## config.mk

```make
export PLATFORM = sky130hd
export DESIGN_NAME = polynomial_term_parser_core
export DESIGN_NICKNAME = d
export VERILOG_FILES = /design/src/ptp_pkg.sv /design/src/polynomial_term_parser_core.sv /design/src/ptp_front.sv /design/src/ptp_queue.sv /design/src/ptp_back.sv
export VERILOG_INCLUDE_DIRS = /design/src /design/src/src
export SDC_FILE = /design/constraint.sdc
export NUM_CORES = 1
export LEC_CHECK = 0
export ABC_AREA = 0
export BUFFER_PORTS_ARGS = -buffer_cell sky130_fd_sc_hd__buf_2
export CORE_ASPECT_RATIO = 0.6
export CORE_MARGIN = 2
export CORE_UTILIZATION = 65
export DETAILED_ROUTE_END_ITERATION = 7
export PLACE_DENSITY = 0.83
export SLEW_MARGIN = 20
export SYNTH_ARGS = -nofsm -noshare
export SYNTH_HDL_FRONTEND = slang
export SYNTH_SLANG_ARGS = --single-unit
```

## constraint.sdc

```tcl
create_clock -name clock -period 14.6 [get_ports clock]
set_clock_uncertainty 0.15 [all_clocks]
set_input_delay 3.65 -clock clock [delete_from_list [all_inputs] [get_ports clock]]
set_output_delay 3.65 -clock clock [all_outputs]
set_load 0.02 [all_outputs]
```

## src/polynomial_term_parser_core_defines.svh

```systemverilog
// ----------------------------------------------------------------------------
// Polynomial term parser assertion macros
// Shorthand for the clocked checks at the end of the top level.
// ----------------------------------------------------------------------------
`ifndef POLYNOMIAL_TERM_PARSER_CORE_DEFINES_SVH
`define POLYNOMIAL_TERM_PARSER_CORE_DEFINES_SVH

// check cons in the same cycle as ante
`define PTP_ASSERT_NOW(label, clk, rst, ante, cons, msg) \
   label: assert property (@(posedge clk) disable iff (rst) (ante) |-> (cons)) \
      else $error(msg);

// check cons in the cycle after ante
`define PTP_ASSERT_NEXT(label, clk, rst, ante, cons, msg) \
   label: assert property (@(posedge clk) disable iff (rst) (ante) |=> (cons)) \
      else $error(msg);

`endif

```

## src/ptp_pkg.sv

```systemverilog
// ----------------------------------------------------------------------------
// Polynomial term parser package
// Field widths, character codes, item and result types.
// ----------------------------------------------------------------------------
package ptp_pkg;

   localparam int COEFF_BITS      = 32;
   localparam int EXPO_BITS       = 16;
   localparam int QUEUE_DEPTH_DEF = 4;

   localparam logic [7:0] CH_PLUS  = 8'h2B;
   localparam logic [7:0] CH_MINUS = 8'h2D;
   localparam logic [7:0] CH_ZERO  = 8'h30;
   localparam logic [7:0] CH_NINE  = 8'h39;
   localparam logic [7:0] CH_XU    = 8'h58;
   localparam logic [7:0] CH_XL    = 8'h78;

   localparam logic [1:0] KIND_TERM    = 2'd0;
   localparam logic [1:0] KIND_INVALID = 2'd1;
   localparam logic [1:0] KIND_EMPTY   = 2'd2;

   typedef struct packed {
      logic [7:0] text_char;
      logic       end_of_text;
   } req_type;

   typedef struct packed {
      logic [1:0]                   result_kind;
      logic signed [COEFF_BITS-1:0] term_coeff;
      logic [EXPO_BITS-1:0]         term_expo;
      logic                         text_done;
   } rsp_type;

   typedef enum logic [1:0] {
      CLS_SIGN,
      CLS_DIGIT,
      CLS_X,
      CLS_OTHER
   } cls_type;

   typedef struct packed {
      cls_type    cls;
      logic       neg;
      logic [3:0] digit;
      logic       last;
   } cmd_type;

   typedef enum logic {
      PS_COEFF,
      PS_EXPO
   } ps_type;

   typedef struct packed {
      logic full;
      logic empty;
   } q_stat_type;

   typedef struct packed {
      logic pend_valid;
      logic busy;
   } bk_stat_type;

endpackage

```

## src/polynomial_term_parser_core.sv

```systemverilog
// ----------------------------------------------------------------------------
// Polynomial term parser core
// Splits polynomial text into signed coefficient and exponent terms.
//
//   channel  dir  ports                        payload
//   req      in   req_valid, req_stall         req_type: one character
//   rsp      out  rsp_valid, rsp_stall         rsp_type: one term or status
//
// One character per cycle, set by the parser step in the back end, while the
// output is not stalled and no second result waits. A last character that is
// invalid or a term-closing sign gives two results; the second is held pending.
// Synchronous reset clears the queue, the parser state and the output stage.
// The command queue lets the input keep flowing while the output is stalled.
// ----------------------------------------------------------------------------
`include "polynomial_term_parser_core_defines.svh"

module polynomial_term_parser_core
   import ptp_pkg::*;
#(
   parameter int QUEUE_DEPTH = QUEUE_DEPTH_DEF
)
(
   input  logic    clock,
   input  logic    reset,
   input  logic    req_valid,
   output logic    req_stall,
   input  req_type req_data,
   output logic    rsp_valid,
   input  logic    rsp_stall,
   output rsp_type rsp_data
);

   logic        push, pop;
   cmd_type     push_cmd, head_cmd;
   q_stat_type  q_stat;
   bk_stat_type bk_stat;

   ptp_front u_front (
      .req_valid (req_valid),
      .req_stall (req_stall),
      .req_data  (req_data),
      .q_stat    (q_stat),
      .push      (push),
      .push_cmd  (push_cmd)
   );

   ptp_queue #(
      .QUEUE_DEPTH (QUEUE_DEPTH)
   ) u_queue (
      .clock    (clock),
      .reset    (reset),
      .push     (push),
      .push_cmd (push_cmd),
      .pop      (pop),
      .head_cmd (head_cmd),
      .q_stat   (q_stat)
   );

   ptp_back u_back (
      .clock     (clock),
      .reset     (reset),
      .head_cmd  (head_cmd),
      .q_stat    (q_stat),
      .pop       (pop),
      .rsp_valid (rsp_valid),
      .rsp_stall (rsp_stall),
      .rsp_data  (rsp_data),
      .bk_stat   (bk_stat)
   );

   `PTP_ASSERT_NEXT(a_push_fills, clock, reset, req_valid && !req_stall, !q_stat.empty, "queue empty after accepted item")
   `PTP_ASSERT_NOW(a_pend_out, clock, reset, bk_stat.pend_valid, rsp_valid, "pending result without valid output")
   `PTP_ASSERT_NOW(a_inv_done, clock, reset, rsp_valid && rsp_data.result_kind == KIND_INVALID, !rsp_data.text_done, "invalid item marked as end of text")

endmodule

```

## src/ptp_front.sv

```systemverilog
// ----------------------------------------------------------------------------
// Polynomial term parser front end
// Accepts characters and classifies them into queue commands.
// ----------------------------------------------------------------------------
module ptp_front
   import ptp_pkg::*;
(
   input  logic       req_valid,
   output logic       req_stall,
   input  req_type    req_data,
   input  q_stat_type q_stat,
   output logic       push,
   output cmd_type    push_cmd
);

   logic [7:0] digit_off;

   assign digit_off = req_data.text_char - CH_ZERO;
   assign req_stall = q_stat.full;
   assign push      = req_valid & ~q_stat.full;

   always_comb begin
      push_cmd.neg   = (req_data.text_char == CH_MINUS);
      push_cmd.digit = digit_off[3:0];
      push_cmd.last  = req_data.end_of_text;
      if (req_data.text_char inside {CH_PLUS, CH_MINUS}) begin
         push_cmd.cls = CLS_SIGN;
      end else if (req_data.text_char inside {[CH_ZERO:CH_NINE]}) begin
         push_cmd.cls = CLS_DIGIT;
      end else if (req_data.text_char inside {CH_XL, CH_XU}) begin
         push_cmd.cls = CLS_X;
      end else begin
         push_cmd.cls = CLS_OTHER;
      end
   end

endmodule

```

## src/ptp_queue.sv

```systemverilog
// ----------------------------------------------------------------------------
// Polynomial term parser command queue
// Short first-in first-out store between front end and back end.
// ----------------------------------------------------------------------------
module ptp_queue
   import ptp_pkg::*;
#(
   parameter int QUEUE_DEPTH = QUEUE_DEPTH_DEF
)
(
   input  logic       clock,
   input  logic       reset,
   input  logic       push,
   input  cmd_type    push_cmd,
   input  logic       pop,
   output cmd_type    head_cmd,
   output q_stat_type q_stat
);

   localparam int PTR_W = (QUEUE_DEPTH > 1) ? $clog2(QUEUE_DEPTH) : 1;
   localparam int CNT_W = $clog2(QUEUE_DEPTH + 1);

   cmd_type          mem_ff [QUEUE_DEPTH];
   logic [PTR_W-1:0] wr_ptr_ff, wr_ptr_in;
   logic [PTR_W-1:0] rd_ptr_ff, rd_ptr_in;
   logic [CNT_W-1:0] count_ff, count_in;

   assign q_stat.full  = (count_ff == CNT_W'(QUEUE_DEPTH));
   assign q_stat.empty = (count_ff == '0);
   assign head_cmd     = mem_ff[rd_ptr_ff];

   always_comb begin
      wr_ptr_in = wr_ptr_ff;
      rd_ptr_in = rd_ptr_ff;
      count_in  = count_ff;
      if (push) begin
         wr_ptr_in = (wr_ptr_ff == PTR_W'(QUEUE_DEPTH - 1)) ? '0 : wr_ptr_ff + 1'b1;
      end
      if (pop) begin
         rd_ptr_in = (rd_ptr_ff == PTR_W'(QUEUE_DEPTH - 1)) ? '0 : rd_ptr_ff + 1'b1;
      end
      if (push && !pop) begin
         count_in = count_ff + 1'b1;
      end else if (!push && pop) begin
         count_in = count_ff - 1'b1;
      end
   end

   always_ff @(posedge clock) begin
      if (reset) begin
         wr_ptr_ff <= '0;
         rd_ptr_ff <= '0;
         count_ff  <= '0;
      end else begin
         wr_ptr_ff <= wr_ptr_in;
         rd_ptr_ff <= rd_ptr_in;
         count_ff  <= count_in;
      end
   end

   always_ff @(posedge clock) begin
      if (push) begin
         mem_ff[wr_ptr_ff] <= push_cmd;
      end
   end

endmodule

```

## src/ptp_back.sv

```systemverilog
// ----------------------------------------------------------------------------
// Polynomial term parser back end
// Runs the term parser on queued commands and registers the results.
// ----------------------------------------------------------------------------
module ptp_back
   import ptp_pkg::*;
(
   input  logic        clock,
   input  logic        reset,
   input  cmd_type     head_cmd,
   input  q_stat_type  q_stat,
   output logic        pop,
   output logic        rsp_valid,
   input  logic        rsp_stall,
   output rsp_type     rsp_data,
   output bk_stat_type bk_stat
);

   localparam int CB = COEFF_BITS;
   localparam int EB = EXPO_BITS;
   localparam logic [CB+2:0] CMAX = {4'b0, {(CB-1){1'b1}}};
   localparam logic [EB+3:0] EMAX = {4'b0, {EB{1'b1}}};

   ps_type        state_ff, state_in;
   logic          neg_ff, neg_in;
   logic          cstart_ff, cstart_in;
   logic          cfrozen_ff, cfrozen_in;
   logic [CB-2:0] cacc_ff, cacc_in;
   logic [CB-1:0] held_ff, held_in;
   logic          estart_ff, estart_in;
   logic          efrozen_ff, efrozen_in;
   logic [EB-1:0] eacc_ff, eacc_in;

   logic          rsp_valid_ff, rsp_valid_in;
   rsp_type       rsp_data_ff, rsp_data_in;
   logic          pend_valid_ff, pend_valid_in;
   rsp_type       pend_ff, pend_in;

   logic          head_valid, out_free, fire, any_res;
   logic [CB+2:0] cext, cprod;
   logic [CB-2:0] csat;
   logic [EB+3:0] eext, eprod;
   logic [EB-1:0] esat;
   logic          char_v, mid_expo;
   rsp_type       char_r, end_r, first_r;

   function automatic logic [CB-1:0] sgn(input logic neg, input logic [CB-2:0] mag);
      logic [CB-1:0] ext;
      ext = {1'b0, mag};
      return neg ? (~ext + 1'b1) : ext;
   endfunction

   assign cext  = {4'b0, cacc_ff};
   assign cprod = (cext << 3) + (cext << 1) + {(CB-1)'(0), head_cmd.digit};
   assign csat  = (cprod > CMAX) ? {(CB-1){1'b1}} : cprod[CB-2:0];
   assign eext  = {4'b0, eacc_ff};
   assign eprod = (eext << 3) + (eext << 1) + {EB'(0), head_cmd.digit};
   assign esat  = (eprod > EMAX) ? {EB{1'b1}} : eprod[EB-1:0];

   assign head_valid = ~q_stat.empty;
   assign out_free   = ~rsp_valid_ff | ~rsp_stall;
   assign any_res    = char_v | head_cmd.last;
   assign fire       = head_valid & ~pend_valid_ff & (out_free | ~any_res);
   assign pop        = fire;

   always_comb begin
      state_in = state_ff;
      if (fire) begin
         case (state_ff)
            PS_COEFF: if (head_cmd.cls == CLS_X) state_in = PS_EXPO;
            PS_EXPO:  if (head_cmd.cls == CLS_SIGN) state_in = PS_COEFF;
            default:  state_in = PS_COEFF;
         endcase
         if (head_cmd.last) begin
            state_in = PS_COEFF;
         end
      end
   end

   always_comb begin
      neg_in     = neg_ff;
      cstart_in  = cstart_ff;
      cfrozen_in = cfrozen_ff;
      cacc_in    = cacc_ff;
      held_in    = held_ff;
      estart_in  = estart_ff;
      efrozen_in = efrozen_ff;
      eacc_in    = eacc_ff;
      char_v     = 1'b0;
      char_r     = '{KIND_INVALID, '0, '0, 1'b0};
      mid_expo   = (state_ff == PS_EXPO);
      case (state_ff)
         PS_COEFF: begin
            case (head_cmd.cls)
               CLS_SIGN: begin
                  neg_in = head_cmd.neg;
                  if (cstart_ff) cfrozen_in = 1'b1;
               end
               CLS_DIGIT: begin
                  if (!cfrozen_ff) begin
                     cstart_in = 1'b1;
                     cacc_in   = csat;
                  end
               end
               CLS_X: begin
                  held_in    = sgn(neg_ff, cstart_ff ? cacc_ff : (CB-1)'(1));
                  mid_expo   = 1'b1;
                  estart_in  = 1'b0;
                  efrozen_in = 1'b0;
                  eacc_in    = '0;
               end
               default: begin
                  if (cstart_ff) cfrozen_in = 1'b1;
                  char_v = 1'b1;
               end
            endcase
         end
         default: begin
            case (head_cmd.cls)
               CLS_SIGN: begin
                  char_v     = 1'b1;
                  char_r     = '{KIND_TERM, $signed(held_ff),
                                 estart_ff ? eacc_ff : EB'(1), 1'b0};
                  neg_in     = head_cmd.neg;
                  mid_expo   = 1'b0;
                  cstart_in  = 1'b0;
                  cfrozen_in = 1'b0;
                  cacc_in    = '0;
               end
               CLS_DIGIT: begin
                  if (!efrozen_ff) begin
                     estart_in = 1'b1;
                     eacc_in   = esat;
                  end
               end
               default: begin
                  if (estart_ff) efrozen_in = 1'b1;
                  char_v = 1'b1;
               end
            endcase
         end
      endcase

      if (mid_expo) begin
         end_r = '{KIND_TERM, $signed(held_in), estart_in ? eacc_in : EB'(1), 1'b1};
      end else if (cstart_in) begin
         end_r = '{KIND_TERM, $signed(sgn(neg_in, cacc_in)), '0, 1'b1};
      end else begin
         end_r = '{KIND_EMPTY, '0, '0, 1'b1};
      end
      first_r = char_v ? char_r : end_r;

      if (head_cmd.last) begin
         neg_in     = 1'b0;
         cstart_in  = 1'b0;
         cfrozen_in = 1'b0;
         cacc_in    = '0;
         held_in    = '0;
         estart_in  = 1'b0;
         efrozen_in = 1'b0;
         eacc_in    = '0;
      end
   end

   always_comb begin
      rsp_valid_in  = rsp_valid_ff;
      rsp_data_in   = rsp_data_ff;
      pend_valid_in = pend_valid_ff;
      pend_in       = pend_ff;
      if (pend_valid_ff && out_free) begin
         rsp_valid_in  = 1'b1;
         rsp_data_in   = pend_ff;
         pend_valid_in = 1'b0;
      end else if (fire && any_res) begin
         rsp_valid_in  = 1'b1;
         rsp_data_in   = first_r;
         pend_valid_in = char_v & head_cmd.last;
         pend_in       = end_r;
      end else if (out_free) begin
         rsp_valid_in = 1'b0;
      end
   end

   always_ff @(posedge clock) begin
      if (reset) begin
         state_ff      <= PS_COEFF;
         neg_ff        <= 1'b0;
         cstart_ff     <= 1'b0;
         cfrozen_ff    <= 1'b0;
         cacc_ff       <= '0;
         held_ff       <= '0;
         estart_ff     <= 1'b0;
         efrozen_ff    <= 1'b0;
         eacc_ff       <= '0;
         rsp_valid_ff  <= 1'b0;
         pend_valid_ff <= 1'b0;
      end else begin
         state_ff      <= state_in;
         rsp_valid_ff  <= rsp_valid_in;
         pend_valid_ff <= pend_valid_in;
         if (fire) begin
            neg_ff     <= neg_in;
            cstart_ff  <= cstart_in;
            cfrozen_ff <= cfrozen_in;
            cacc_ff    <= cacc_in;
            held_ff    <= held_in;
            estart_ff  <= estart_in;
            efrozen_ff <= efrozen_in;
            eacc_ff    <= eacc_in;
         end
      end
   end

   always_ff @(posedge clock) begin
      rsp_data_ff <= rsp_data_in;
      pend_ff     <= pend_in;
   end

   assign rsp_valid          = rsp_valid_ff;
   assign rsp_data           = rsp_data_ff;
   assign bk_stat.pend_valid = pend_valid_ff;
   assign bk_stat.busy       = head_valid;

endmodule
```

### Word level (Yosys, flattened, before mapping)

Memory sizes are Yosys's and may differ from the RTL's. A register that Yosys moved wholly into a read port is not among the register bits.
Index checks and enable logic that the tools add are counted.

* equality and inequality tests: 13
* multiplexer cells: 71
* magnitude comparators: 4
* bitwise operators: 17
* add/subtract/negate cells: 11
* reduce and logical (&&, ||, !) cells: 23

Operators by type and width (number)
* $mux 51: 6
* $mux 31: 7
* $mux 32: 5
* $mux 16: 8
* $add 32x1->32 const B: 2
* $not 31->32: 2
* $mux 50: 1
* $add 34x32->35: 1
* $add 35x4->35: 1
* $gt 35x31->1 const B: 1
* $mux 1: 35
* $add 19x17->20: 1
* $add 20x4->20: 1
* $gt 20x16->1 const B: 1
* $eq 8x6->1 const B: 2
* $eq 8x7->1 const B: 2
* $mux 2: 6
* $ne 3x2->1 const B: 3
* $reduce_bool 3->1: 3
* $ge 8x6->1 const B: 1
* $le 8x6->1 const B: 1
* $not 1->1: 8
* $reduce_and 4->1: 2
* $reduce_bool 2->1: 4
* 19 further kinds: 35

* memories kept: 1
* output and inout port bits: 53
* logic and storage cells: 162
* bits in writable memories: 32
* input port bits: 13
* register bits: 196

Memories
* u_queue.mem_ff: words 4, bits a word 8, rd ports 1, clocked after Yosys merged registers in 1, write ports 1, line ptp_queue.sv:23 `cmd_type mem_ff [QUEUE_DEPTH];`

### Logic depth before layout (Yosys ltp)

Gate-level depths: netlist of run 1.

* depth after elaboration: 15
* mapped depth: 24
* mapped depth without buffers: 23

### By module

From an unflattened synthesis of run 1, not the netlist that was laid out.

* cell total of the unflattened synthesis: 1772
* area total of the unflattened synthesis: 15541.2 um2

Modules (own cells, without submodules)
* ptp_back: sequential area each 4744.6 um2, area each 13761.9 um2, cells an instance 1665, times used 1
* ptp_queue: sequential area each 1141.1 um2, area each 1597.8 um2, cells an instance 86, times used 1
* ptp_front: sequential area each 0.0 um2, area each 181.4 um2, cells an instance 21, times used 1

### Worst setup path before layout of run 1

No wires, ideal clock.

* kind: input to register
* from: input rsp_stall
* to: register u_back.rsp_data_ff (netlist bit u_back.rsp_data[0]), enable pin
* stages: 8
* setup time: 0.405 ns
* data required time: 14.045 ns
* data arrival time: 7.898 ns
* slack: 6.147 ns
* path through: nand2_1 o21a_1 clkbuf_1 inv_2 clkbuf_1 nor2_1 nor2_1 inv_1

* word-level cells in the longest chain between the ends: 6

RTL lines
* start: declaration: line polynomial_term_parser_core.sv:29 `input logic rsp_stall,`
* $not 1->1 (*): line ptp_back.sv:61 `assign out_free = ~rsp_valid_ff | ~rsp_stall;`
* $or 1x1->1 (*): line ptp_back.sv:61
* $or 1x1->1: line ptp_back.sv:63 `assign fire = head_valid & ~pend_valid_ff & (out_free | ~any_res);`
* $and 1x1->1: line ptp_back.sv:63
* $logic_and 1x1->1: line ptp_back.sv:174 `end else if (fire && any_res) begin`
* $reduce_bool 2->1 (no source line) (*)
* end signal: assignment: line ptp_back.sv:215 `rsp_data_ff <= rsp_data_in;`
* end: declaration: line ptp_back.sv:35 `rsp_type rsp_data_ff, rsp_data_in;`

Every way passes the cells marked *; elsewhere a longest branch is shown, timed or not.
A chain may end at the register's enable or synchronous reset.

==> results.json, run 1 <==
{
  "max_freq_mhz": 138,
  "yosysUniqueCellTypes": 96,
  "post_cts_buffers": 0,
  "synth_area_mm2": 0.0156,
  "p_per_area_mw_per_mm2": 208,
  "required_ps": 14720,
  "fin_tns_setup_ps": 0,
  "die_w_um": 204,
  "wl_per_cell_um": 23.5,
  "relSlewSlack": 0.226,
  "avgViaCountPerCell": 7.10,
  "synth_edf_count": 132,
  "hold_viol": 0,
  "place_ws_ps": 7540,
  "final_max_slew_viol_count": 0,
  "grtUsageTotal": 0.394,
  "power_frac_comb": 0.530,
  "layout_common_cells": "nor2_1, nand2_1, a21oi_1",
  "vdd_drop_max_uv": 214,
  "status": "finished, violations left",
  "rows": 43,
  "areaGrowthSynthToFinish_pct": 7.97,
  "net-switching-power_mw": 1.75,
  "ios": 66,
  "syn_nets": 1944,
  "ant_nets": 0,
  "drc_errors": 20,
  "drt-total-wl_um": 50800,
  "clockBufferDepth": 3,
  "synth_cells": 1823,
  "antennaDiodeCount": 0,
  "period_minus_slack_ps": 7240,
  "dp_hpwl_um": 35200,
  "die_h_um": 124,
  "postCtsHoldBufs": 0,
  "min_path_type": "flop to flop",
  "avgSynthCellArea_um2": 8.57,
  "core_area_mm2": 0.0233,
  "synth_ff_type": "edfxtp_1",
  "dr.first_iter.drc_count": 2419,
  "end_kind": "flop",
  "yosys_warnings": 0,
  "cts_resized": 0,
  "dr.pass1.iters": 8,
  "drive_gt1_frac": 0.0988,
  "cp.arrival_ps": 7360,
  "max-cap-violations": 0,
  "cts-buffers-inserted": 22,
  "antenna_found_initial": 0,
  "numPortBuffers": 65,
  "period_share": 0.496,
  "seq_power_share": 0.304,
  "switching_share": 0.499,
  "grt_max_degree": 84,
  "ys_ff_latch": 228,
  "clk_pin_slew_ps": 70,
  "htreeDepth": 1,
  "grt_pass1_vias": 13500,
  "num-nets-final": 1947,
  "max_slew.worst_pin.slew_ps": 1160,
  "place_congestion": 1.01,
  "numClockSinks": 228,
  "fin_util": 0.723,
  "violations": "design-rule violations",
  "reg2reg_slack_ps": 7360,
  "rsz0062_at_grt": "no",
  "start_util": 0.669,
  "layout_commonest_cell": "nor2_1",
  "place_inst": 2117,
  "crit_fanout": 9,
  "p_int_mw": 1.76,
  "cts_tree": "yes",
  "path_class": "flop to flop",
  "clock-root-buffer": "clkbuf_16",
  "dr_total_vias": 15300,
  "grt_overflow": 0,
  "dieArea_mm2": 0.0253,
  "grt_pass1_wl_um": 76700,
  "synth-async-reset-ratio": 0,
  "finalWorstSetupSlack_ps": 7360,
  "yosysSeqAreaShare": 0.377,
  "critPathLaunchType": "flop",
  "clock_latency_ps": 550,
  "setup_viol": 0,
  "p_clk_frac": 0.166,
  "leakage_nw": 6.51,
  "fillers": 1764,
  "fin_cells": 2157
}
## worst max-delay path, stage by stage, from the launching register on
cell and delay [ps]:
dfxtp_1 670, mux4_2 610, inv_1 90, fa_1 450, fa_1 480, nor2b_1 170, o2111ai_1 120, nand3b_1 250
a41o_1 300, a21oi_1 140, o211ai_1 320, nand3_1 390, nor2_1 190, a2bb2oi_1 330, ha_1 270, nand3b_1 100
o21ai_0 630, nand2_1 350, nor4_4 420, mux2i_1 170, a211oi_2 240, a31oi_1 130
## worst paths after layout
check                                       start             endpoint  depth (start not counted)
worst min-delay path            u_back.held_ff[6]    u_back.held_ff[6]                          2
worst min register to register  u_back.held_ff[6]    u_back.held_ff[6]                          2
worst max-delay path                         flop  u_back.rsp_data[41]                         21
worst max register to register               flop  u_back.rsp_data[41]                         21
## cell type report
class                   instances  area, µm²  area share
repair buffers                 96        558      0.0331
inverters                      41        154     0.00912
multi-input cells            1437       9160       0.543
clock buffers                  29        607      0.0360
flip-flops and latches        228       5890       0.349
clock inverters                11        109     0.00645
well taps                     315        394      0.0234
## Yosys cell counts (all sizes together) (14+ instances only)
master / n / area [µm²]
nor3: 52 / 260
a31oi: 38 / 238
dfxtp: 96 / 1920
a22oi: 55 / 427
nand3: 50 / 250
nand4: 15 / 93.8
o21ai: 147 / 736
a21o: 17 / 128
nor2: 244 / 916
a21oi: 140 / 708
o211ai: 22 / 165
and2: 14 / 87.6
ha: 103 / 1290
xnor2: 48 / 420
edfxtp: 132 / 3960
nand2: 192 / 721
o31ai: 16 / 120
xor2: 22 / 193
clkbuf: 106 / 398
inv: 39 / 146
## power by group through the flow
stage          Clock [mW]  Combinational (mW)  Sequential [mW]
2_1_floorplan           0                1.11             1.13
3_3_place_gp            0                1.72             1.06
3_5_place_dp            0                1.76             1.07
4_1_cts             0.578                1.77             1.06
5_1_grt             0.601                1.96             1.08
6_report            0.582                1.86             1.07
## logic make-up after synthesis
logic type,Yosys count,share of synthesized area
AOI/OAI and AO/OA,581,0.245
xor gates and xnor gates,70,0.0392
adders and majority gates,108,0.0889
buffers and inverters,158,0.0389
DFF,228,0.377
muxes,20,0.0187
and+or+nand+nor,658,0.193
## metal layers
metal / share of wire / global-route usage / vias to the layer above
met5: 0 / 0.0119 / -
met4: 0.026 / 0.105 / 0
met3: 0.18 / 0.165 / 134
met2: 0.38 / 0.519 / 1247
met1: 0.41 / 0.581 / 7132
li1: - / - / 6802
## per-stage QoR
step | hold slack [ps] | power, mW | instance area, µm²
6_report | 331 | 3.51 | 16900
5_1_grt | 365 | 3.64 | 16900
4_1_cts | 326 | 3.41 | 16900
3_5_place_dp | 317 | 2.83 | 16200
3_3_place_gp | 306 | 2.78 | 16200
2_1_floorplan | 295 | 2.24 | 15600
## state kept, by name (all words and copies together), names as in the netlist, 3 cells and up, named ones only
| signal | flops |
|---|---|
| u_back.cacc_ff | 31 |
| u_back.eacc_ff | 16 |
| u_back.held_ff | 32 |
| u_back.pend_ff | 49 |
| u_back.rsp_data | 51 |
| u_queue.count_ff | 3 |
| u_queue.mem_ff | 32 |
Note: power is estimated with default switching activity, not from simulation.
==> run 2: changes to the inputs <==
- CORE_UTILIZATION: 65 -> 57
- PLACE_DENSITY: 0.83 -> 0.77
- clock period: 14.6 -> 5.79 ns (I/O delays scaled with it)
==> run 2 against run 1 <==
The run now ends clean. Flip-flop and latch count stayed put. Largest power group unchanged. Hold slack gained 7.2 ps. Utilization decreased by 5.9 points. Non-clock buffer count rose by 82. Via count rose by 0.53%. Register-to-register slack got worse by 7200 ps. Count of clock-buffer cells in the layout did not move. Clock power rose to 2.7 times the previous value. Wire length is 5.3% higher. Setup slack worse by 7200 ps. Combinational power rose to 2.8 times the previous value.
==> results.json, run 2 (synthesized netlist as in run 1, its figures left out) <==
{
  "period_share": 0.970,
  "place_inst": 2242,
  "layout_common_cells": "nor2_1, nand2_1, a21oi_1",
  "wl_per_cell_um": 23.4,
  "dr_total_vias": 15400,
  "finalPower_mw": 9.44,
  "drive_gt1_frac": 0.145,
  "crit_path_top_delay_cell": "mux4_2",
  "holdWs_ps": 338,
  "status": "complete, no violations",
  "rows": 46,
  "cpLargestDelayFamily": "simple AND/OR/NAND/NOR gates",
  "core_area_mm2": 0.0267,
  "critPathLaunchType": "flop",
  "cts_tree": "yes",
  "final_max_slew_viol_count": 0,
  "relSlewSlack": 0.229,
  "vdd_drop_max_uv": 291,
  "die_w_um": 218,
  "fin_tns_setup_ps": 0,
  "crit_fanout": 10,
  "max_slew.worst_pin.slew_ps": 1150,
  "place_congestion": 1.04,
  "htreeDepth": 1,
  "fin_cells": 2286,
  "die_h_um": 132,
  "dr.pass1.iters": 6,
  "fin_util": 0.663,
  "seqCellArea_mm2": 0.00589,
  "grt_pass1_vias": 13800,
  "cts-buffers-inserted": 23,
  "met3_usage": 0.126,
  "drc_errors": 0,
  "clock_latency_ps": 560,
  "largest_reg_flops": 51,
  "top_usage_layer": "met1",
  "dr.first_iter.drc_count": 2340,
  "slowest_delay_ps": 510,
  "clockBufferDepth": 3,
  "numClockSinks": 228,
  "setup_viol": 0,
  "clock-root-buffer": "clkbuf_16",
  "layout_commonest_cell": "nor2_1",
  "dieArea_mm2": 0.0288,
  "grt_overflow": 0,
  "gr-usage-met1": 0.581,
  "end_kind": "flop",
  "required_ps": 5910,
  "drt-total-wl_um": 53400,
  "multi_input_comb_area_mm2": 0.00928,
  "cp.arrival_ps": 5740,
  "max_freq_mhz": 178,
  "clk_pin_slew_ps": 70,
  "dp_hpwl_um": 38500,
  "p_per_area_mw_per_mm2": 533,
  "antenna_found_initial": 0,
  "hold_viol": 0,
  "path_class": "flop to flop",
  "avgViaCountPerCell": 6.73,
  "use_met2": 0.465,
  "grt_pass1_wl_um": 81600,
  "path_cells": "buf_6 -> mux4_2 -> ha_1 -> ha_1 -> inv_1 -> fa_1 -> nor2b_2 -> o2111ai_1 -> nand3b_1 -> a41o_1 -> a21oi_2 -> o211a_2 -> nor3_1 -> buf_4 -> a31oi_1 -> nor2_1 -> nor4b_2 -> buf_4 -> a31oi_1 -> xnor2_1 -> o221ai_1",
  "grt_max_degree": 63,
  "min_path_type": "flop to flop",
  "numPortBuffers": 65,
  "period_minus_slack_ps": 5620,
  "areaGrowthSynthToFinish_pct": 13.4,
  "leakage_nw": 6.99,
  "start_util": 0.585,
  "ios": 66,
  "max-cap-violations": 0,
  "crit_buf_inv": 4,
  "antennaDiodeCount": 0,
  "grtUsageTotal": 0.365,
  "ant_nets": 0,
  "fillers": 2201,
  "num-nets-final": 2030
}
==> run 2: changes by cell type in the layout (fill, tap and decap cells not counted), sizes merged <==
cell	change
bufinv	+2
buf	+82
clkinvlp	-1
clkinv	+1
==> run 2: area by class of cell <==
type,count,share of cell area
Multi-Input combinational cell,1437,0.524
Tap cell,360,0.0254
Clock buffer,29,0.0338
Sequential cell,228,0.332
Clock inverter,13,0.00911
Inverter,41,0.00869
Timing Repair Buffer,178,0.0667
==> run 2: repair_timing <==
action	CTS	global route
resized for setup	1	25
buffers inserted	0	2
hold buffers	0	0
pin swaps	0	5
setup endpoints to repair	2	66
==> run 2: path summary, 6_finish.rpt <==
check                                        from                   to  slack (ps)  cells after the start
worst max-delay path                         flop  u_back.rsp_data[46]         170                     21
worst min-delay path            u_back.held_ff[6]    u_back.held_ff[6]         340                      2
worst min register to register  u_back.held_ff[6]    u_back.held_ff[6]         340                      2
worst max register to register               flop  u_back.rsp_data[46]         170                     21
==> run 2: worst reg2reg max path, cell delays in order (launching register included) <==
cell and delay, ps:
dfxtp_2 350, buf_6 140, mux4_2 520, ha_1 290, ha_1 170, inv_1 60
fa_1 410, nor2b_2 150, o2111ai_1 110, nand3b_1 130, a41o_1 260, a21oi_2 110
o211a_2 340, nor3_1 310, buf_4 260, a31oi_1 130, nor2_1 330, nor4b_2 430
buf_4 210, a31oi_1 80, xnor2_1 240, o221ai_1 170
==> run 2: stage by stage <==
| step | area [µm²] | worst slack (ps) |
|---|---|---|
| detailed placement | 16800 | 33.6 |
| global route | 17700 | -12.5 |
| CTS | 17600 | 11.5 |
| finish | 17700 | 174 |
| global placement | 16800 | 136 |
| floorplan | 15600 | 26.4 |
==> run 2: power breakdown <==
part,internal [mW],leakage (nW),switching [mW],total (mW)
registers,2.39,2.05,0.214,2.61
logic,1.58,4.57,3.69,5.27
clock network,0.878,0.373,0.685,1.56
==> run 2: metal layers <==
metal	vias to the layer above	part of all wire
met5	-	0
met4	0	0.019
met1	7259	0.44
li1	6959	-
met3	92	0.16
met2	1086	0.38
